## config.mk

```make
export PLATFORM = sky130hd
export DESIGN_NAME = lidar_scan_packet_deframer
export DESIGN_NICKNAME = d
export VERILOG_FILES = /design/src/hw/rtl/lspd_pkg.sv /design/src/hw/rtl/lspd_frame.sv /design/src/hw/rtl/lspd_divider.sv /design/src/hw/rtl/lidar_scan_packet_deframer.sv
export VERILOG_INCLUDE_DIRS = /design/src /design/src/hw/rtl
export SDC_FILE = /design/constraint.sdc
export NUM_CORES = 1
export LEC_CHECK = 0
export ABC_AREA = 1
export ABC_CLOCK_PERIOD_IN_PS = 5380
export BUFFER_PORTS_ARGS = -buffer_cell sky130_fd_sc_hd__buf_2
export CAP_MARGIN = 20
export CORE_UTILIZATION = 45
export DETAILED_ROUTE_END_ITERATION = 12
export GPL_TIMING_DRIVEN = 0
export PLACE_DENSITY_LB_ADDON = 0.12
export SLEW_MARGIN = 20
export SYNTH_ARGS = -nofsm -noshare
export SYNTH_HDL_FRONTEND = slang
export SYNTH_SLANG_ARGS = --single-unit
export TNS_END_PERCENT = 10
```

## constraint.sdc

```tcl
create_clock -name clk -period 5.38 [get_ports clk]
set_clock_uncertainty 0.1 [all_clocks]
set_input_delay 0.538 -clock clk [delete_from_list [all_inputs] [get_ports clk]]
set_output_delay 0.538 -clock clk [all_outputs]
set_load 0.01 [all_outputs]
```

## src/hw/rtl/lidar_scan_packet_deframer_defines.svh

```systemverilog
// Assertion helpers for the scan packet deframer.
`ifndef LIDAR_SCAN_PACKET_DEFRAMER_DEFINES_SVH
`define LIDAR_SCAN_PACKET_DEFRAMER_DEFINES_SVH

// Same-cycle implication, checked outside reset.
`define LSPD_ASSERT_NOW(lbl, ante, cons, msg) \
    lbl: assert property (@(posedge clk) disable iff (!rst_n) (ante) |-> (cons)) \
        else $error(msg);

// Next-cycle implication, checked outside reset.
`define LSPD_ASSERT_NEXT(lbl, ante, cons, msg) \
    lbl: assert property (@(posedge clk) disable iff (!rst_n) (ante) |=> (cons)) \
        else $error(msg);

`endif

```

## src/hw/rtl/lspd_pkg.sv

```systemverilog
package lspd_pkg;

    localparam int STEP_W = 23;
    localparam logic [STEP_W-1:0] STEP_MAX = '1;

    localparam logic [7:0] HDR_FIRST  = 8'hAA;
    localparam logic [7:0] HDR_SECOND = 8'h55;
    localparam logic [15:0] HDR_WORD  = 16'h55AA;

    // angles in 1/64 degree
    localparam logic [14:0] ANG_90  = 15'd5760;
    localparam logic [14:0] ANG_270 = 15'd17280;
    localparam logic [15:0] ANG_360 = 16'd23040;

    localparam logic [1:0] ST_OK       = 2'd0;
    localparam logic [1:0] ST_CSUM_ERR = 2'd1;
    localparam logic [1:0] ST_NO_SAMP  = 2'd2;

    localparam logic [15:0] SKIP_MAX = 16'hFFFF;

    // snapshot of a finished packet, parser -> report sequencer
    typedef struct packed {
        logic [7:0]  type_b;
        logic [7:0]  count;
        logic [15:0] first_word;
        logic [15:0] last_word;
        logic        xor_ok;
        logic [15:0] skipped;
    } pkt_t;

endpackage

```

## src/hw/rtl/lspd_frame.sv

```systemverilog
module lspd_frame (
    input  logic          clk,
    input  logic          rst_n,
    input  logic          byte_en,
    input  logic [7:0]    rx_byte,
    output logic          pkt_valid,
    output lspd_pkg::pkt_t pkt
);
    import lspd_pkg::*;

    typedef enum logic [2:0] {
        PH_HUNT1 = 3'd0,
        PH_HUNT2 = 3'd1,
        PH_HEAD  = 3'd2,
        PH_SAMP  = 3'd3
    } phase_t;

    phase_t      phase_reg, phase_next;
    logic [8:0]  pos_reg, pos_next;
    logic [15:0] xor_reg, xor_next;
    logic [7:0]  low_reg, low_next;
    logic [7:0]  type_reg, type_next;
    logic [7:0]  count_reg, count_next;
    logic [15:0] first_reg, first_next;
    logic [15:0] last_reg, last_next;
    logic [15:0] skip_reg, skip_next;
    logic        pkt_valid_reg;
    pkt_t        pkt_reg;

    logic [15:0] word;
    logic [1:0]  skip_inc;
    logic [16:0] skip_sum;
    logic        end_now;

    assign word     = {rx_byte, low_reg};
    assign skip_sum = {1'b0, skip_reg} + {15'd0, skip_inc};

    always_comb
    begin
        phase_next = phase_reg;
        pos_next   = pos_reg;
        xor_next   = xor_reg;
        low_next   = low_reg;
        type_next  = type_reg;
        count_next = count_reg;
        first_next = first_reg;
        last_next  = last_reg;
        skip_inc   = 2'd0;
        end_now    = 1'b0;

        case (phase_reg)
            PH_HUNT2:
            begin
                if (rx_byte == HDR_SECOND)
                begin
                    phase_next = PH_HEAD;
                    pos_next   = 9'd0;
                    xor_next   = HDR_WORD;
                end
                else if (rx_byte == HDR_FIRST)
                begin
                    skip_inc = 2'd1;   // drop the earlier AA
                end
                else
                begin
                    skip_inc   = 2'd2;
                    phase_next = PH_HUNT1;
                end
            end
            PH_HEAD:
            begin
                if (!pos_reg[0])
                    low_next = rx_byte;
                else
                    xor_next = xor_reg ^ word;
                if (pos_reg == 9'd0) type_next  = rx_byte;
                if (pos_reg == 9'd1) count_next = rx_byte;
                if (pos_reg == 9'd3) first_next = word;
                if (pos_reg == 9'd5) last_next  = word;
                if (pos_reg >= 9'd7)
                begin
                    if (count_reg == 8'd0)
                        end_now = 1'b1;
                    else
                    begin
                        phase_next = PH_SAMP;
                        pos_next   = 9'd0;
                    end
                end
                else
                    pos_next = pos_reg + 9'd1;
            end
            PH_SAMP:
            begin
                if (!pos_reg[0])
                    low_next = rx_byte;
                else
                    xor_next = xor_reg ^ word;
                if (({1'b0, pos_reg} + 10'd1) >= {1'b0, count_reg, 1'b0})
                    end_now = 1'b1;
                else
                    pos_next = pos_reg + 9'd1;
            end
            default:
            begin
                // first header byte hunt, unused codes too
                if (rx_byte == HDR_FIRST)
                    phase_next = PH_HUNT2;
                else
                    skip_inc = 2'd1;
            end
        endcase

        skip_next = skip_sum[16] ? SKIP_MAX : skip_sum[15:0];
        if (end_now)
        begin
            phase_next = PH_HUNT1;
            pos_next   = 9'd0;
            skip_next  = 16'd0;
        end
    end

    always_ff @(posedge clk or negedge rst_n)
    begin
        if (!rst_n)
        begin
            phase_reg     <= PH_HUNT1;
            pos_reg       <= 9'd0;
            xor_reg       <= 16'd0;
            low_reg       <= 8'd0;
            type_reg      <= 8'd0;
            count_reg     <= 8'd0;
            first_reg     <= 16'd0;
            last_reg      <= 16'd0;
            skip_reg      <= 16'd0;
            pkt_valid_reg <= 1'b0;
        end
        else
        begin
            pkt_valid_reg <= byte_en & end_now;
            if (byte_en)
            begin
                phase_reg <= phase_next;
                pos_reg   <= pos_next;
                xor_reg   <= xor_next;
                low_reg   <= low_next;
                type_reg  <= type_next;
                count_reg <= count_next;
                first_reg <= first_next;
                last_reg  <= last_next;
                skip_reg  <= skip_next;
            end
        end
    end

    always_ff @(posedge clk)
    begin
        if (byte_en && end_now)
        begin
            pkt_reg.type_b     <= type_next;
            pkt_reg.count      <= count_next;
            pkt_reg.first_word <= first_next;
            pkt_reg.last_word  <= last_next;
            pkt_reg.xor_ok     <= (xor_next == 16'd0);
            pkt_reg.skipped    <= skip_reg;
        end
    end

    assign pkt_valid = pkt_valid_reg;
    assign pkt       = pkt_reg;

endmodule

```

## src/hw/rtl/lspd_divider.sv

```systemverilog
// Restoring divider, one quotient bit per cycle, 8-bit divisor.
module lspd_divider #(
    parameter int NUM_W = 23
) (
    input  logic             clk,
    input  logic             rst_n,
    input  logic             start,
    input  logic [NUM_W-1:0] num,
    input  logic [7:0]       den,
    output logic             busy,
    output logic             done,
    output logic [NUM_W-1:0] quot
);
    localparam int CNT_W = $clog2(NUM_W + 1);

    logic [NUM_W-1:0] n_reg, n_next;
    logic [7:0]       rem_reg, rem_next;
    logic [7:0]       den_reg;
    logic [CNT_W-1:0] cnt_reg;
    logic             busy_reg;
    logic             done_reg;
    logic [8:0]       trial;
    logic             fits;

    assign trial = {rem_reg, n_reg[NUM_W-1]};
    assign fits  = trial >= {1'b0, den_reg};

    always_comb
    begin
        rem_next = fits ? 8'(trial - {1'b0, den_reg}) : trial[7:0];
        n_next   = {n_reg[NUM_W-2:0], fits};
    end

    always_ff @(posedge clk or negedge rst_n)
    begin
        if (!rst_n)
        begin
            busy_reg <= 1'b0;
            done_reg <= 1'b0;
            cnt_reg  <= '0;
        end
        else
        begin
            done_reg <= 1'b0;
            if (start && !busy_reg)
            begin
                busy_reg <= 1'b1;
                cnt_reg  <= CNT_W'(NUM_W);
            end
            else if (busy_reg)
            begin
                cnt_reg <= cnt_reg - 1'b1;
                if (cnt_reg == CNT_W'(1))
                begin
                    busy_reg <= 1'b0;
                    done_reg <= 1'b1;
                end
            end
        end
    end

    always_ff @(posedge clk)
    begin
        if (start && !busy_reg)
        begin
            n_reg   <= num;
            rem_reg <= 8'd0;
            den_reg <= den;
        end
        else if (busy_reg)
        begin
            n_reg   <= n_next;
            rem_reg <= rem_next;
        end
    end

    assign busy = busy_reg;
    assign done = done_reg;
    assign quot = n_reg;

endmodule

```

## src/hw/rtl/lidar_scan_packet_deframer.sv

```systemverilog
// Channel   Dir  Width  Contents (low bit first)
// s_axis    in   8      tdata: rx_byte
// m_axis    out  88     tdata: status, scan_start, scan_freq, sample_count,
//                       start_angle, end_angle, angle_step, step_reused,
//                       skipped_bytes
//
// Each received byte is accepted in idle, then passes through the parse state.
// A packet that needs an angle step then runs its 15 + STEP_FRACTION_BITS bit
// numerator through the restoring divider (one quotient bit per cycle).
// Reset (rst_n, async) returns to the header hunt; no clearing pass.
// s_tready is low while parsing or dividing, and while an unread report
// sits in the output register.
module lidar_scan_packet_deframer #(
    parameter int STEP_FRACTION_BITS = 8
) (
    input  logic        clk,
    input  logic        rst_n,
    input  logic        s_tvalid,
    output logic        s_tready,
    input  logic [7:0]  s_tdata,    // [7:0] rx_byte
    output logic        m_tvalid,
    input  logic        m_tready,
    // [1:0] status, [2] scan_start, [9:3] scan_freq, [17:10] sample_count,
    // [32:18] start_angle, [47:33] end_angle, [70:48] angle_step,
    // [71] step_reused, [87:72] skipped_bytes
    output logic [87:0] m_tdata
);
    import lspd_pkg::*;

    `include "lidar_scan_packet_deframer_defines.svh"

    // numerator is a 15-bit angle span with the fraction bits appended
    localparam int NUM_W  = 15 + STEP_FRACTION_BITS;
    localparam int WIDE_W = (NUM_W > STEP_W) ? NUM_W : STEP_W;

    typedef enum logic [1:0] {
        S_IDLE  = 2'd0,
        S_PARSE = 2'd1,
        S_DIV   = 2'd2
    } state_t;

    state_t            state_reg;
    logic              m_tvalid_reg;
    logic [6:0]        freq_reg;
    logic [STEP_W-1:0] prev_step_reg;
    logic              wrap_reg;

    // report register
    logic [1:0]        status_reg;
    logic              start_reg;
    logic [6:0]        rfreq_reg;
    logic [7:0]        count_reg;
    logic [14:0]       first_reg;
    logic [14:0]       last_reg;
    logic [STEP_W-1:0] step_reg;
    logic              reused_reg;
    logic [15:0]       skip_reg;

    logic              in_acc;
    logic              pkt_valid;
    pkt_t              pkt;

    logic [14:0]       first_ang, last_ang;
    logic [16:0]       span_wrap;
    logic [14:0]       span;
    logic              wrap_case;
    logic              wrap_sat;
    logic              div_start;
    logic [NUM_W-1:0]  div_num;
    logic [7:0]        div_den;
    logic              div_busy;
    logic              div_done;
    logic [NUM_W-1:0]  div_quot;
    logic [WIDE_W-1:0] quot_wide;
    logic [STEP_W-1:0] step_sat;
    logic [1:0]        pkt_status;
    logic [6:0]        freq_next;

    assign s_tready = (state_reg == S_IDLE) && (!m_tvalid_reg || m_tready);
    assign in_acc   = s_tvalid && s_tready;

    lspd_frame u_frame (
        .clk       (clk),
        .rst_n     (rst_n),
        .byte_en   (in_acc),
        .rx_byte   (s_tdata),
        .pkt_valid (pkt_valid),
        .pkt       (pkt)
    );

    // angle words carry a flag in bit 0
    assign first_ang = pkt.first_word[15:1];
    assign last_ang  = pkt.last_word[15:1];
    assign span_wrap = {1'b0, ANG_360} + {2'b0, last_ang} - {2'b0, first_ang};
    // wrap through zero: start past 270 deg, end before 90 deg
    assign wrap_case = (first_ang > ANG_270) && (last_ang < ANG_90);
    // start more than a full turn past the end: span goes negative, step saturates
    assign wrap_sat  = wrap_case && span_wrap[16];
    assign span      = (last_ang >= first_ang) ? (last_ang - first_ang) : span_wrap[14:0];

    always_comb
    begin
        if (pkt.count == 8'd0)
            pkt_status = ST_NO_SAMP;
        else if (!pkt.xor_ok)
            pkt_status = ST_CSUM_ERR;
        else
            pkt_status = ST_OK;

        // start packets with a good status refresh the scan frequency
        if (pkt_status == ST_OK && pkt.type_b[0])
            freq_next = pkt.type_b[7:1];
        else
            freq_next = freq_reg;
    end

    assign div_start = (state_reg == S_PARSE) && pkt_valid && (pkt_status == ST_OK)
                       && (pkt.count != 8'd1)
                       && ((last_ang >= first_ang) || (wrap_case && !wrap_sat));
    assign div_num   = NUM_W'({span, {STEP_FRACTION_BITS{1'b0}}});
    assign div_den   = pkt.count - 8'd1;

    lspd_divider #(
        .NUM_W (NUM_W)
    ) u_div (
        .clk   (clk),
        .rst_n (rst_n),
        .start (div_start),
        .num   (div_num),
        .den   (div_den),
        .busy  (div_busy),
        .done  (div_done),
        .quot  (div_quot)
    );

    assign quot_wide = WIDE_W'(div_quot);
    assign step_sat  = (quot_wide > WIDE_W'(STEP_MAX)) ? STEP_MAX : quot_wide[STEP_W-1:0];

    always_ff @(posedge clk or negedge rst_n)
    begin
        if (!rst_n)
        begin
            state_reg     <= S_IDLE;
            m_tvalid_reg  <= 1'b0;
            freq_reg      <= 7'd0;
            prev_step_reg <= '0;
            wrap_reg      <= 1'b0;
            status_reg    <= ST_OK;
            start_reg     <= 1'b0;
            rfreq_reg     <= 7'd0;
            count_reg     <= 8'd0;
            first_reg     <= 15'd0;
            last_reg      <= 15'd0;
            step_reg      <= '0;
            reused_reg    <= 1'b0;
            skip_reg      <= 16'd0;
        end
        else
        begin
            case (state_reg)
                S_IDLE:
                begin
                    // a report is only ever pending here
                    if (m_tvalid_reg && m_tready)
                        m_tvalid_reg <= 1'b0;
                    if (in_acc)
                        state_reg <= S_PARSE;
                end
                S_PARSE:
                begin
                    if (pkt_valid)
                    begin
                        status_reg <= pkt_status;
                        start_reg  <= pkt.type_b[0];
                        rfreq_reg  <= freq_next;
                        freq_reg   <= freq_next;
                        count_reg  <= pkt.count;
                        first_reg  <= first_ang;
                        last_reg   <= last_ang;
                        skip_reg   <= pkt.skipped;
                        wrap_reg   <= (last_ang < first_ang);
                        reused_reg <= 1'b0;
                        if (div_start)
                        begin
                            state_reg <= S_DIV;
                            step_reg  <= '0;
                        end
                        else
                        begin
                            state_reg    <= S_IDLE;
                            m_tvalid_reg <= 1'b1;
                            if (pkt_status == ST_OK && pkt.count != 8'd1
                                && last_ang < first_ang)
                            begin
                                if (wrap_case)
                                begin
                                    step_reg      <= STEP_MAX;
                                    prev_step_reg <= STEP_MAX;
                                end
                                else
                                begin
                                    // backward jump that is no wrap: keep the last wrap step
                                    step_reg   <= prev_step_reg;
                                    reused_reg <= 1'b1;
                                end
                            end
                            else
                                step_reg <= '0;
                        end
                    end
                    else
                        state_reg <= S_IDLE;
                end
                S_DIV:
                begin
                    if (div_done)
                    begin
                        step_reg     <= step_sat;
                        m_tvalid_reg <= 1'b1;
                        state_reg    <= S_IDLE;
                        if (wrap_reg)
                            prev_step_reg <= step_sat;
                    end
                end
                default:
                begin
                    state_reg <= S_IDLE;
                end
            endcase
        end
    end

    assign m_tvalid = m_tvalid_reg;
    assign m_tdata  = {skip_reg, reused_reg, step_reg, last_reg, first_reg,
                       count_reg, rfreq_reg, start_reg, status_reg};

    `LSPD_ASSERT_NOW(a_no_accept_while_div, div_busy, !s_tready,
        "byte accepted while divider busy")
    `LSPD_ASSERT_NOW(a_done_in_div, div_done, state_reg == S_DIV,
        "divider finished outside divide state")
    `LSPD_ASSERT_NOW(a_reuse_only_ok, m_tvalid_reg && reused_reg, status_reg == ST_OK,
        "step reuse reported on a bad packet")
    `LSPD_ASSERT_NOW(a_bad_no_step, m_tvalid_reg && status_reg != ST_OK, step_reg == '0,
        "angle step on a bad packet")
    `LSPD_ASSERT_NEXT(a_parse_one_cycle, state_reg == S_PARSE, state_reg != S_PARSE,
        "parse state held more than one cycle")

endmodule

```

After elaboration in Yosys (flattened, before gate mapping)

Index checks and enable logic that the tools add are counted.

Bits of input ports: 12
Output and inout port bits: 90
Register bits after elaboration: 327
Word-level logic and storage cells: 198

Reductions and logical operators: 41
Mux-type cells: 75
Order comparisons: 8
Equal/unequal tests: 26
Add/sub/neg operators: 9
Bitwise operators: 3

Operator list:

| operator                                                      | count |
|---|---|
| two-way mux 23 bit                                            | 13 |
| two-way mux 16 bit                                            | 8 |
| one-hot mux 23 bit (2 select lines)                           | 2 |
| two-way mux 9 bit                                             | 5 |
| two-way mux 8 bit                                             | 5 |
| one-hot mux 16 bit (2 select lines)                           | 1 |
| one-hot mux 9 bit (3 select lines)                            | 1 |
| > comparator 23 bit (second input constant)                   | 1 |
| two-way mux 1 bit                                             | 18 |
| two-way mux 3 bit                                             | 6 |
| adder 16 x 2 -> 17 bit                                        | 1 |
| subtractor 16 x 15 -> 17 bit                                  | 1 |
| adder 15 x 15 -> 16 bit (first input constant)                | 1 |
| logical NOT 16 bit                                            | 1 |
| logical NOT 8 bit                                             | 2 |
| XOR 16 bit                                                    | 1 |
| greater-or-equal comparator 15 bit                            | 1 |
| > comparator 15 bit (second input constant)                   | 1 |
| logical AND 1 bit                                             | 15 |
| less-than comparator 15 x 13 -> 1 bit (second input constant) | 1 |
| less-than comparator 15 bit                                   | 1 |
| two-way mux 15 bit                                            | 1 |
| subtractor 15 bit                                             | 1 |
| two-way mux 2 bit                                             | 7 |
| other kinds (46)                                              | 67 |

Longest topological paths before layout

Gate-level depths: netlist (run 1).

Depth in word-level cells: 10
Mapped depth: 21
Depth with buffers taken out: 21

Hierarchy

From an unflattened synthesis (run 1), not the netlist that was laid out.

Cells, all modules: 2,183
Area total of the unflattened synthesis: 17,854.6 um^2

By module, submodules not included:

| module                     | seq. area each (um^2) | times used | area an instance (um^2) | cells an instance |
|---|---|---|---|---|
| lspd_frame                 | 4,454.3               | 1          | 8,025.2                 | 918 |
| lidar_scan_packet_deframer | 2,877.8               | 1          | 7,424.6                 | 993 |
| lspd_divider               | 1,266.2               | 1          | 2,404.8                 | 272 |

Worst setup path after synthesis (run 1)

No wires, ideal clock.

Kind: register to register
Start: register u_frame.pos_reg[0]
End: register u_frame.pkt_reg, in the netlist u_frame.pkt[0], enable pin
Path slack: 1.429 ns
Required time: 4.862 ns
Data arrival time: 3.434 ns
Path buffers: 0
Library setup time: 0.418 ns
Period minus slack after synthesis: 3.951 ns
Cell stages (with the launch flop): 18
Cells stage by stage: dfrtp_1 > ha_1 > nand2_1 > nor2_1 > inv_1 > nor2_1 > inv_1 > o21ai_0 > inv_1 > ha_1 > inv_1 > o211ai_1 > nor2_1 > nand3_1 > nand2_2 > nand2_2 > nand2_1 > inv_1

Cells in the longest elaborated chain, start to end: 5
Elaborated cells on any way between the ends: 7
Classes of those cells: add/sub (1); order compare (2); mux (3); reduce/logical (1)

Ends and longest elaborated chain:

| what                                        | RTL line          | RTL |
|---|---|---|
| start, declared                             | lspd_frame.sv:19  | `logic [8:0] pos_reg, pos_next;` |
| start signal, assigned                      | lspd_frame.sv:144 | `pos_reg <= pos_next;` |
| adder 9 x 1 -> 10 bit                       | lspd_frame.sv:99  | `if (({1'b0, pos_reg} + 10'd1) >= {1'b0, count_reg, 1'b0})` |
| greater-or-equal comparator 10 x 9 -> 1 bit | lspd_frame.sv:99  |  |
| two-way mux 1 bit                           | lspd_frame.sv:99  |  |
| one-hot mux 1 bit (2 select lines) (*)      | lspd_frame.sv:51  | `case (phase_reg)` |
| logical AND 1 bit (*)                       | lspd_frame.sv:158 | `if (byte_en && end_now)` |
| end, declared                               | lspd_frame.sv:28  | `pkt_t pkt_reg;` |

Every way passes the cells marked *; elsewhere a longest branch is shown, timed or not.
A chain may end at the register's enable or synchronous reset.

Worst setup path after layout (run 1)

Start: register u_frame.phase_reg[1]
End: register u_frame.skip_reg[15]

Cells in the longest elaborated chain, start to end: 6
Elaborated cells on any way between the ends: 9
Classes of those cells: add/sub (1); eq/ne (3); mux (4); reduce/logical (1)

Ends and longest elaborated chain:

| what                               | RTL line          | RTL |
|---|---|---|
| start, declared                    | lspd_frame.sv:18  | `phase_t phase_reg, phase_next;` |
| start signal, assigned             | lspd_frame.sv:143 | `phase_reg <= phase_next;` |
| equality test 3 x 2 -> 1 bit       | lspd_frame.sv:51  |  |
| OR reduction 2 bit (no line)       | -                 |  |
| one-hot mux 2 bit (2 select lines) | lspd_frame.sv:51  |  |
| adder 16 x 2 -> 17 bit             | lspd_frame.sv:36  | `assign skip_sum = {1'b0, skip_reg} + {15'd0, skip_inc};` |
| two-way mux 16 bit                 | lspd_frame.sv:114 | `skip_next = skip_sum[16] ? SKIP_MAX : skip_sum[15:0];` |
| two-way mux 16 bit (*)             | lspd_frame.sv:115 | `if (end_now)` |
| end signal, assigned               | lspd_frame.sv:151 | `skip_reg <= skip_next;` |
| end, declared                      | lspd_frame.sv:26  | `logic [15:0] skip_reg, skip_next;` |

Marked as above.

==> impl_metrics.json, run 1 <==
{
  "outcome": "complete, no violations",
  "cts.sinks": 322,
  "worst_ep_arrival_time_ns": 4.31,
  "row_count": 71,
  "num_vias": 14857,
  "drv_slew": 0,
  "setup_slack_ns": 1.44,
  "power-per-cell-area_nw_per_um2": 349,
  "io_pins": 102,
  "fin_crit_sh_pct": 73.2,
  "initial_core_util_pct": 45.9,
  "die_h_um": 198,
  "p_sw_share_pct": 31.2,
  "synth_edf_count": 86,
  "place.gp.congestion": 0.907,
  "worst_pin_slew_ns": 0.839,
  "io_buffer_count": 101,
  "switchingPower_mw": 2.16,
  "diodes": 0,
  "antenna_found_initial": 0,
  "pwr-share-clk_pct": 36.2,
  "synthAdderAreaFrac_pct": 6.37,
  "power_frac_seq_pct": 44.3,
  "synth_ff_type": "dfrtp_1",
  "synthSimpleGateAreaFrac_pct": 25.3,
  "synth_top_area_cell": "dfrtp_1",
  "die_w_um": 198,
  "ctsResizeCount": 0,
  "muxShareOfSynthArea_pct": 0.454,
  "numCtsBuffers": 38,
  "largest_reg_flops": 63,
  "drt_pass1_iterations": 5,
  "synth_commonest_cells": "nand2_1 (722), inv_1 (225), dfrtp_1 (220), o21ai_0 (205), nor2_1 (121)",
  "end_kind": "flip-flop",
  "worstPathMaxFanout": 10,
  "syn-num-nets": 2257,
  "p_leak_nw": 9.89,
  "start_kind": "flip-flop",
  "reg2reg_depth": 17,
  "max-vdd-ir-drop_mv": 0.270,
  "final_layout_size_suffix_gt1_share_pct": 9.66,
  "dp_hpwl_um": 35600,
  "via_per_inst": 5.21,
  "detail-route-antenna-nets": 0,
  "yosysTopAreaCellShare_pct": 31.7,
  "clock_path_buffers": 3,
  "overflow": 0,
  "ys_types": 48,
  "fmax_mhz": 254,
  "timing.final.crit_period_ns": 3.94,
  "finalHoldViolCount": 0,
  "drt_wl_total_um": 48100,
  "clk_pin_slew_ns": 0.06,
  "area_delta_synth_final_pct": 14.2,
  "clock-root-buffer": "clkbuf_16",
  "h-tree-depth": 2,
  "setup_viol": 0,
  "grt_use_total_pct": 25.1,
  "grt_setup_unrepaired": "no",
  "drc": 0,
  "async_flop_share_pct": 68.3,
  "cts_tree": "done",
  "synth_area_per_cell_sq_um": 8.02,
  "post-route-util_pct": 52.4,
  "postCtsSetupBuffers": 0,
  "setup_tns_ns": 0,
  "grt_first_pass_wirelength_um": 76800,
  "worstHoldPathType": "input pin to flip-flop",
  "combPwrFrac_pct": 19.5,
  "layout.nets": 2402,
  "synth_top_family_by_area": "simple AND/OR/NAND/NOR gates",
  "clk_latency_ns": 0.55,
  "synthTopCellsByArea": "dfrtp_1 (32%), nand2_1 (16%), edfxtp_1 (15%), o21ai_0 (5.9%), inv_1 (4.9%)",
  "synth_compound_area_share_pct": 10.6,
  "synth_xor_area_share_pct": 1.51,
  "routedWlPerCell_um": 16.9,
  "fp.dieArea_sq_um": 39400,
  "ys_ff_latch": 322,
  "crit_type": "flip-flop to flip-flop",
  "drt_iter0_drc": 1092,
  "netlist_area_sq_um": 17400,
  "grt_pass1_vias": 14286,
  "slew_headroom_pct": 44.1,
  "grt_max_degree": 91,
  "yosysSeqAreaShare_pct": 48.4,
  "p_int_mw": 4.76,
  "maxCapViolCount": 0,
  "hold_depth": 3,
  "critPathRequiredTime_ns": 5.75,
  "core_area_sq_um": 37800,
  "synth_warnings": 0,
  "dp_worst_setup_slack_ns": 1.39,
  "synth_cells": 2165,
  "yosysMostFrequentCell": "nand2_1"
}
power groups by stage:
| stage | logic [mW] | clock network [mW] | registers [mW] |
|---|---|---|---|
| 3_5_place_dp | 1.33 | 0 | 3.10 |
| 4_1_cts | 1.34 | 2.55 | 3.06 |
| 6_report | 1.35 | 2.51 | 3.07 |
| 5_1_grt | 1.55 | 2.66 | 3.11 |
| 3_3_place_gp | 1.29 | 0 | 3.09 |
| 2_1_floorplan | 0.964 | 0 | 3.05 |
final timing paths:
kind	startpoint	to	slack (ns)
worst max register to register	u_frame.phase_reg[1]	u_frame.skip_reg[15]	1.44
worst max-delay path	u_frame.phase_reg[1]	u_frame.skip_reg[15]	1.44
min in group asynchronous	rst_n	skip_reg[8]	0.42
worst min register to register	u_frame.pkt[5]	skip_reg[5]	0.34
max in group asynchronous	rst_n	u_frame.last_reg[4]	3.87
worst min-delay path	s_tdata[7]	u_frame.low_reg[7]	0.18
logic make-up after synthesis:
family          after synthesis
compound gates              353
xor+xnor                     30
fa+ha+maj                    80
buf+inv                     320
flops                       322
mux                           7
simple gates               1053
worst max-delay path, stage by stage, from the launching register on:
cell and delay, ns:
dfrtp_1 0.44, inv_1 0.11, ha_1 0.25, inv_1 0.19, buf_1 0.50, nor2_1 0.10, a21oi_1 0.30, ha_1 0.26
fa_1 0.23, nand3_1 0.13, nor3_1 0.17, nand2_1 0.13, nor2_1 0.15, inv_1 0.05, nor2_1 0.44, nand3b_1 0.19
nand2_1 0.05, o21ai_1 0.07
metrics by stage:
| stage | power (mW) | cells | cell area (sq um) | hold WS (ns) |
|---|---|---|---|---|
| after global placement | 4.38 | 2777 | 18500 | 0.322 |
| after CTS | 6.95 | 2851 | 19800 | 0.146 |
| after global routing | 7.32 | 2851 | 19800 | 0.200 |
| after floorplan | 4.01 | 2165 | 17400 | 0.142 |
| after detailed placement | 4.43 | 2780 | 18600 | 0.333 |
| final | 6.92 | 2851 | 19800 | 0.179 |
final cells by class:
class / count / area, sq um
Clock inverter: 15 / 145
Inverter: 230 / 866
Timing Repair Buffer: 105 / 608
Multi-Input combinational cell: 1523 / 7680
Tap cell: 511 / 639
Buffer: 90 / 408
Fill cell: 3654 / 18000
Sequential cell: 322 / 8410
Clock buffer: 55 / 1060
per-layer routing:
layer  GRT usage, %  vias to the layer above  share of wire, %
met5              0                        -                 0
met4           9.73                        0               3.3
met3           4.14                       91               5.5
met2           39.9                      411                45
met1           34.3                     7008                46
li1               -                     7347                 -
cells in the final DEF (no fill, tap or decap), types with 14 or more instances in the layout:
| cell type | instances |
|---|---|
| a21oi_1 | 89 |
| buf_2 | 123 |
| clkbuf_1 | 66 |
| clkbuf_16 | 38 |
| dfrtp_1 | 220 |
| dfxtp_1 | 16 |
| edfxtp_1 | 86 |
| fa_1 | 14 |
| ha_1 | 66 |
| inv_1 | 224 |
| nand2_1 | 722 |
| nand3_1 | 116 |
| nand4_1 | 56 |
| nor2_1 | 121 |
| o21ai_0 | 205 |
| o21ai_1 | 26 |
| xor2_1 | 25 |
what timing repair did:
action,CTS,global route
endpoints found under the hold margin,61,0
setup endpoints to repair,0,0
hold buffers,1,0
Power figures use the tool's default switching activity.
==> inputs of run 2 (changes only) <==
--- a/config.mk
+++ b/config.mk
@@ -7,7 +7,7 @@
 export NUM_CORES = 1
 export LEC_CHECK = 0
 export ABC_AREA = 1
-export ABC_CLOCK_PERIOD_IN_PS = 5380
+export ABC_CLOCK_PERIOD_IN_PS = 3800
 export BUFFER_PORTS_ARGS = -buffer_cell sky130_fd_sc_hd__buf_2
 export CAP_MARGIN = 20
 export CORE_UTILIZATION = 45
==> constraint.sdc (replaced) <==
create_clock -name clk -period 3.8 [get_ports clk]
set_clock_uncertainty 0.1 [all_clocks]
set_input_delay 0.38 -clock clk [delete_from_list [all_inputs] [get_ports clk]]
set_output_delay 0.38 -clock clk [all_outputs]
set_load 0.01 [all_outputs]
==> run 2 against run 1 <==
  * Register-to-register slack got worse by 1.2 ns
  * Critical path type unchanged
  * Critical endpoint is now u_frame.pkt[34]
  * Global-route usage rose by 0.32 points
  * Routed wire length rose by 1.5%
  * Critical path depth fell by 2
  * Die area did not move
  * Worst hold slack got worse by 0.15 ns
  * Sequential share of layout area fell by 0.33 points
  * Highest routed layer unchanged
  * Clock power rose by 49%
  * Worst setup slack got worse by 1.2 ns
==> impl_metrics.json, run 2 (same netlist as run 1, synthesis figures left out) <==
{
  "outcome": "complete, no violations",
  "p_leak_nw": 9.94,
  "h-tree-depth": 2,
  "worst_ep_arrival_time_ns": 3.74,
  "post-route-util_pct": 52.8,
  "worstHoldPathType": "input pin to flip-flop",
  "overflow": 0,
  "drt_wl_total_um": 48800,
  "numCtsBuffers": 38,
  "maxCapViolCount": 0,
  "grt_first_pass_wirelength_um": 78100,
  "clk_pin_slew_ns": 0.06,
  "end_kind": "flip-flop",
  "place.gp.congestion": 0.903,
  "routedWlPerCell_um": 17.1,
  "core_area_sq_um": 37800,
  "slowest_delay_ns": 0.47,
  "power-per-cell-area_nw_per_um2": 501,
  "io_buffer_count": 101,
  "worstPathMaxFanout": 29,
  "diodes": 0,
  "critPathRequiredTime_ns": 3.95,
  "grt_use_total_pct": 25.4,
  "grt_pass1_vias": 14397,
  "reg2reg_slack_ns": 0.21,
  "reg2reg_depth": 15,
  "grt_setup_unrepaired": "no",
  "path_buf_inv": 6,
  "row_count": 71,
  "via_per_inst": 5.25,
  "dp_hpwl_um": 35800,
  "holdCritStartpoint": "s_tdata[4]",
  "placement.cell_area_sq_um": 18600,
  "path_cells": "inv_1, clkbuf_1, ha_1, inv_1, ha_1, nand2_1, nor4_1, nand3_1, nand3_1, nand2_2, nand2_2, nand2_1, clkinvlp_4, buf_12, buf_16",
  "worst_pin_slew_ns": 0.845,
  "timing.final.crit_period_ns": 3.59,
  "die_w_um": 198,
  "grt_max_degree": 90,
  "clock-root-buffer": "clkbuf_16",
  "reg2reg_from": "u_frame.pos_reg[0]",
  "fin_crit_sh_pct": 94.4,
  "finalHoldViolCount": 0,
  "setup_viol": 0,
  "post-place-cells": 2781,
  "antenna_found_initial": 0,
  "final_common_cell": "nand2_1",
  "cpMaxStageDelayCell": "dfrtp_2",
  "final_cell_mix": "nand2_1 (722), inv_1 (223), dfrtp_1 (219), o21ai_0 (205), buf_2 (122)",
  "area_delta_synth_final_pct": 15.1,
  "detail-route-antenna-nets": 0,
  "hold_end": "u_frame.low_reg[4]",
  "die_h_um": 198,
  "cts_tree": "done",
  "crit_type": "flip-flop to flip-flop",
  "clk_latency_ns": 0.56,
  "layout.nets": 2406,
  "hold_depth": 3,
  "fp.dieArea_sq_um": 39400,
  "drv_slew": 0,
  "clock_path_buffers": 3,
  "total_power_mw": 10.0,
  "drt_pass1_iterations": 5,
  "cts.sinks": 322,
  "max-vdd-ir-drop_mv": 0.506,
  "fmax_mhz": 279,
  "final_layout_size_suffix_gt1_share_pct": 10.3,
  "start_kind": "flip-flop",
  "slew_headroom_pct": 43.6,
  "final_cell_count_no_fill": 2853,
  "num_vias": 14991,
  "io_pins": 102,
  "drt_iter0_drc": 1081,
  "setup_tns_ns": 0,
  "drc": 0,
  "largest_reg_flops": 63,
  "initial_core_util_pct": 45.9,
  "path_delay_family": "buffers and inverters",
  "reg2reg_to": "u_frame.pkt[34]",
  "design_area_sq_um": 20000
}
-- run 2: changes by cell type in the layout (fill, tap and decap cells not counted), moves of 2 or more --
cell,previous run,this run
clkinvlp_4,0,3
clkbuf_1,66,58
dlygate4sd3_1,1,3
clkbuf_2,0,2
clkinv_2,7,3
nor2_1,121,119
nor2_2,2,4
clkbuf_8,5,13
clkbuf_4,0,2
-- run 2: power by group --
group          switching [mW]  total, mW  internal [mW]
Combinational            1.29       1.92          0.635
Sequential              0.317       4.34           4.03
Clock                    1.46       3.73           2.27
-- run 2: final cells by class --
| class | count | area, sq um |
|---|---|---|
| timing repair buffer | 109 | 656 |
| inverter | 230 | 871 |
| buffer | 90 | 417 |
| sequential | 322 | 8410 |
| fill | 3657 | 17900 |
| tap | 511 | 639 |
| multi-input combinational | 1523 | 7690 |
| clock inverter | 10 | 113 |
| clock buffer | 58 | 1180 |
-- run 2: per-stage QoR --
stage          setup WS (ns)  hold WS [ns]
6_report               0.213        0.0255
5_1_grt             0.000950        0.0246
2_1_floorplan          0.154       -0.0156
4_1_cts                0.152      0.000202
3_3_place_gp           -1.91         0.325
3_5_place_dp          -0.268         0.209
-- run 2: worst min-delay path, stage by stage --
cell     delay (ns)
buf_2          0.11
nand2_1        0.06
o21ai_0        0.07
-- run 2: layer usage --
metal / routed length, um / share of wire, % / up-vias / GRT usage (%)
li1: - / - / 7346 / -
met1: 22400 / 46 / 7150 / 35.4
met2: 22500 / 46 / 424 / 41.2
met3: 2600 / 5.3 / 71 / 3.07
met4: 1290 / 2.6 / 0 / 8.50
met5: 0 / 0 / - / 0
-- run 2: timing repair --
item / in CTS / in global routing
hold buffers: 3 / 0
endpoints found under the setup margin: 48 / 52
hold endpoints to repair: 48 / 0
pin swaps: 0 / 0
resized for setup: 1 / 12
buffers inserted: 1 / 0
-- run 2: how the worst max path moves through the flow --
stage / start / endpoint / slack, ns / cells after the start
3_3_place_gp: rst_n / u_frame.first_reg[2] / -1.91 / 1
6_report: u_frame.pos_reg[0] / u_frame.pkt[34] / 0.21 / 15
5_1_grt: u_frame.pos_reg[0] / u_frame.pkt[34] / 0.0009 / 19
3_5_place_dp: u_frame.pos_reg[0] / u_frame.pkt[34] / -0.27 / 17
2_1_floorplan: u_frame.pos_reg[0] / u_frame.pkt[0] / 0.15 / 17
4_1_cts: u_frame.pos_reg[0] / u_frame.pkt[34] / 0.15 / 17
==> inputs of run 3 (changes only) <==
--- a/config.mk
+++ b/config.mk
@@ -11,6 +11,7 @@
 export BUFFER_PORTS_ARGS = -buffer_cell sky130_fd_sc_hd__buf_2
 export CAP_MARGIN = 20
 export CORE_UTILIZATION = 45
+export CTS_BUF_LIST = sky130_fd_sc_hd__clkbuf_4
 export DETAILED_ROUTE_END_ITERATION = 12
 export GPL_TIMING_DRIVEN = 0
 export PLACE_DENSITY_LB_ADDON = 0.12
@@ -18,4 +19,3 @@
 export SYNTH_ARGS = -nofsm -noshare
 export SYNTH_HDL_FRONTEND = slang
 export SYNTH_SLANG_ARGS = --single-unit
-export TNS_END_PERCENT = 10
==> run 3 against run 2 <==
  * Via count up 2.9%
  * Largest cell class unchanged
  * First-iteration DRC count down 0.46%
  * Sequential power about the same
  * Cell area down 0.17%
  * Largest power group unchanged
  * Worst hold slack better by 0.21 ns
  * Global-route usage up 0.33 points
==> impl_metrics.json, run 3 (same netlist as run 1, synthesis figures left out) <==
{
  "grt_use_total_pct": 25.8,
  "largest_reg_flops": 63,
  "placement.cell_area_sq_um": 18600,
  "core_area_sq_um": 37800,
  "clock_path_buffers": 3,
  "clk_pin_slew_ns": 0.07,
  "grt_setup_unrepaired": "yes",
  "fp.dieArea_sq_um": 39400,
  "io_buffer_count": 101,
  "slowest_delay_ns": 0.53,
  "design_area_sq_um": 19900,
  "fin_crit_sh_pct": 93.8,
  "layout.nets": 2462,
  "die_h_um": 198,
  "worstHoldPathType": "input pin to flip-flop",
  "detail-route-antenna-nets": 0,
  "grt_first_pass_wirelength_um": 78800,
  "dp_hpwl_um": 35800,
  "clock-root-buffer": "clkbuf_4",
  "worstSetupStartpoint": "s_tdata[3]",
  "worst_pin_slew_ns": 0.856,
  "crit_type": "input pin to flip-flop",
  "num_vias": 15421,
  "end_kind": "flip-flop",
  "drc": 0,
  "cts.sinks": 322,
  "cts_tree": "done",
  "outcome": "complete, no violations",
  "overflow": 0,
  "cp_common_cell": "nand2_1",
  "reg2reg_from": "u_frame.pos_reg[0]",
  "fillers": 3730,
  "worstPathMaxFanout": 10,
  "power-per-cell-area_nw_per_um2": 473,
  "setup_viol": 0,
  "cpMaxStageDelayCell": "dlygate4sd3_1",
  "clk_latency_ns": 0.78,
  "timing.final.crit_period_ns": 3.56,
  "row_count": 71,
  "max-vdd-ir-drop_mv": 0.275,
  "die_w_um": 198,
  "area_delta_synth_final_pct": 14.9,
  "critPathRequiredTime_ns": 4.31,
  "final_common_cell": "nand2_1",
  "place.gp.congestion": 0.903,
  "grt_pass1_vias": 14785,
  "final_layout_size_suffix_gt1_share_pct": 13.2,
  "h-tree-depth": 3,
  "drt_wl_total_um": 49300,
  "path_cells": "dlygate4sd3_1, buf_2, inv_1, nand4_1, or2_2, nand2_1, clkbuf_2, nor3_1, ha_1, nand3_1, nand2_1, nand3_1, nor2_1, nand2_1, nor2_1, nand2_1, o21ai_1, nand3b_1, nand2_1, o21ai_1",
  "initial_core_util_pct": 45.9,
  "numCtsBuffers": 87,
  "io_pins": 102,
  "drt_pass1_iterations": 5,
  "total_power_mw": 9.43,
  "start_kind": "input pin",
  "final_cell_mix": "nand2_1 (721), inv_1 (223), dfrtp_1 (219), o21ai_0 (205), clkbuf_4 (137)",
  "worst_ep_arrival_time_ns": 4.07,
  "fmax_mhz": 281,
  "drt_iter0_drc": 1076,
  "maxCapViolCount": 0,
  "routedWlPerCell_um": 16.7,
  "drv_slew": 0,
  "grt_max_degree": 90,
  "via_per_inst": 5.22,
  "slew_headroom_pct": 42.9,
  "antenna_found_initial": 2,
  "holdCritStartpoint": "s_tvalid",
  "p_leak_nw": 10.0,
  "finalHoldViolCount": 0
}
## run 3: repair_timing
item,in CTS,in global routing
hold buffers,12,0
buffers inserted,1,0
gates resized for setup,0,14
endpoints found under the setup margin,48,51
hold endpoints to repair,232,0
## run 3: final cells by class
type / instances / area, sq um / area share, %
sequential: 322 / 8410 / 42.2
clock inverter: 26 / 129 / 0.646
multi-input combinational: 1523 / 7690 / 38.6
tap: 511 / 639 / 3.21
inverter: 230 / 871 / 4.37
buffer: 88 / 407 / 2.04
antenna: 3 / 7.51 / 0.0376
timing repair buffer: 118 / 763 / 3.83
clock buffer: 136 / 1020 / 5.12
## run 3: path summary, 6_finish.rpt
| path | to | slack [ns] | cells past startpoint |
|---|---|---|---|
| max | u_frame.skip_reg[15] | 0.24 | 20 |
| max in group asynchronous | first_reg[1] | 2.38 | 4 |
| min reg2reg | skip_reg[4] | 0.32 | 2 |
| min | u_frame.low_reg[1] | 0.24 | 5 |
| max reg2reg | u_frame.pkt[42] | 0.25 | 19 |
| min in group asynchronous | u_frame.xor_reg[13] | 0.49 | 3 |
## run 3: power breakdown
part           switching [mW]  leakage, nW  internal (mW)
Combinational            1.29         5.47          0.640
Clock                    1.47        0.680           1.69
Sequential              0.315         3.88           4.02
## run 3: metal layers
| metal | track usage (%) | up-vias | share of wire [%] |
|---|---|---|---|
| li1 | - | 7519 | - |
| met4 | 9.65 | 0 | 3.0 |
| met5 | 0 | - | 0 |
| met1 | 35.3 | 7296 | 46 |
| met2 | 40.9 | 505 | 46 |
| met3 | 4.39 | 101 | 5.7 |
## run 3: worst max-delay path: cells and delay by family
| family | cells | cell delay [ns] |
|---|---|---|
| adders and majority gates | 1 | 0.30 |
| AOI/OAI and AO/OA | 2 | 0.21 |
| and+or+nand+nor | 13 | 1.87 |
| buffers and inverters | 4 | 1.31 |
## run 3: stage by stage
stage	utilization (%)	worst slack [ns]	TNS, ns	hold slack (ns)	cells
final	52.7	0.237	0	0.237	2957
after CTS	52.6	0.113	0	0.137	2955
after global routing	52.7	-0.0212	-0.0212	0.185	2957
after detailed placement	49.2	-0.268	-7.50	0.209	2781
after global placement	48.9	-1.91	-471.99	0.325	2777
after floorplan	-	0.154	0	-0.0156	2165
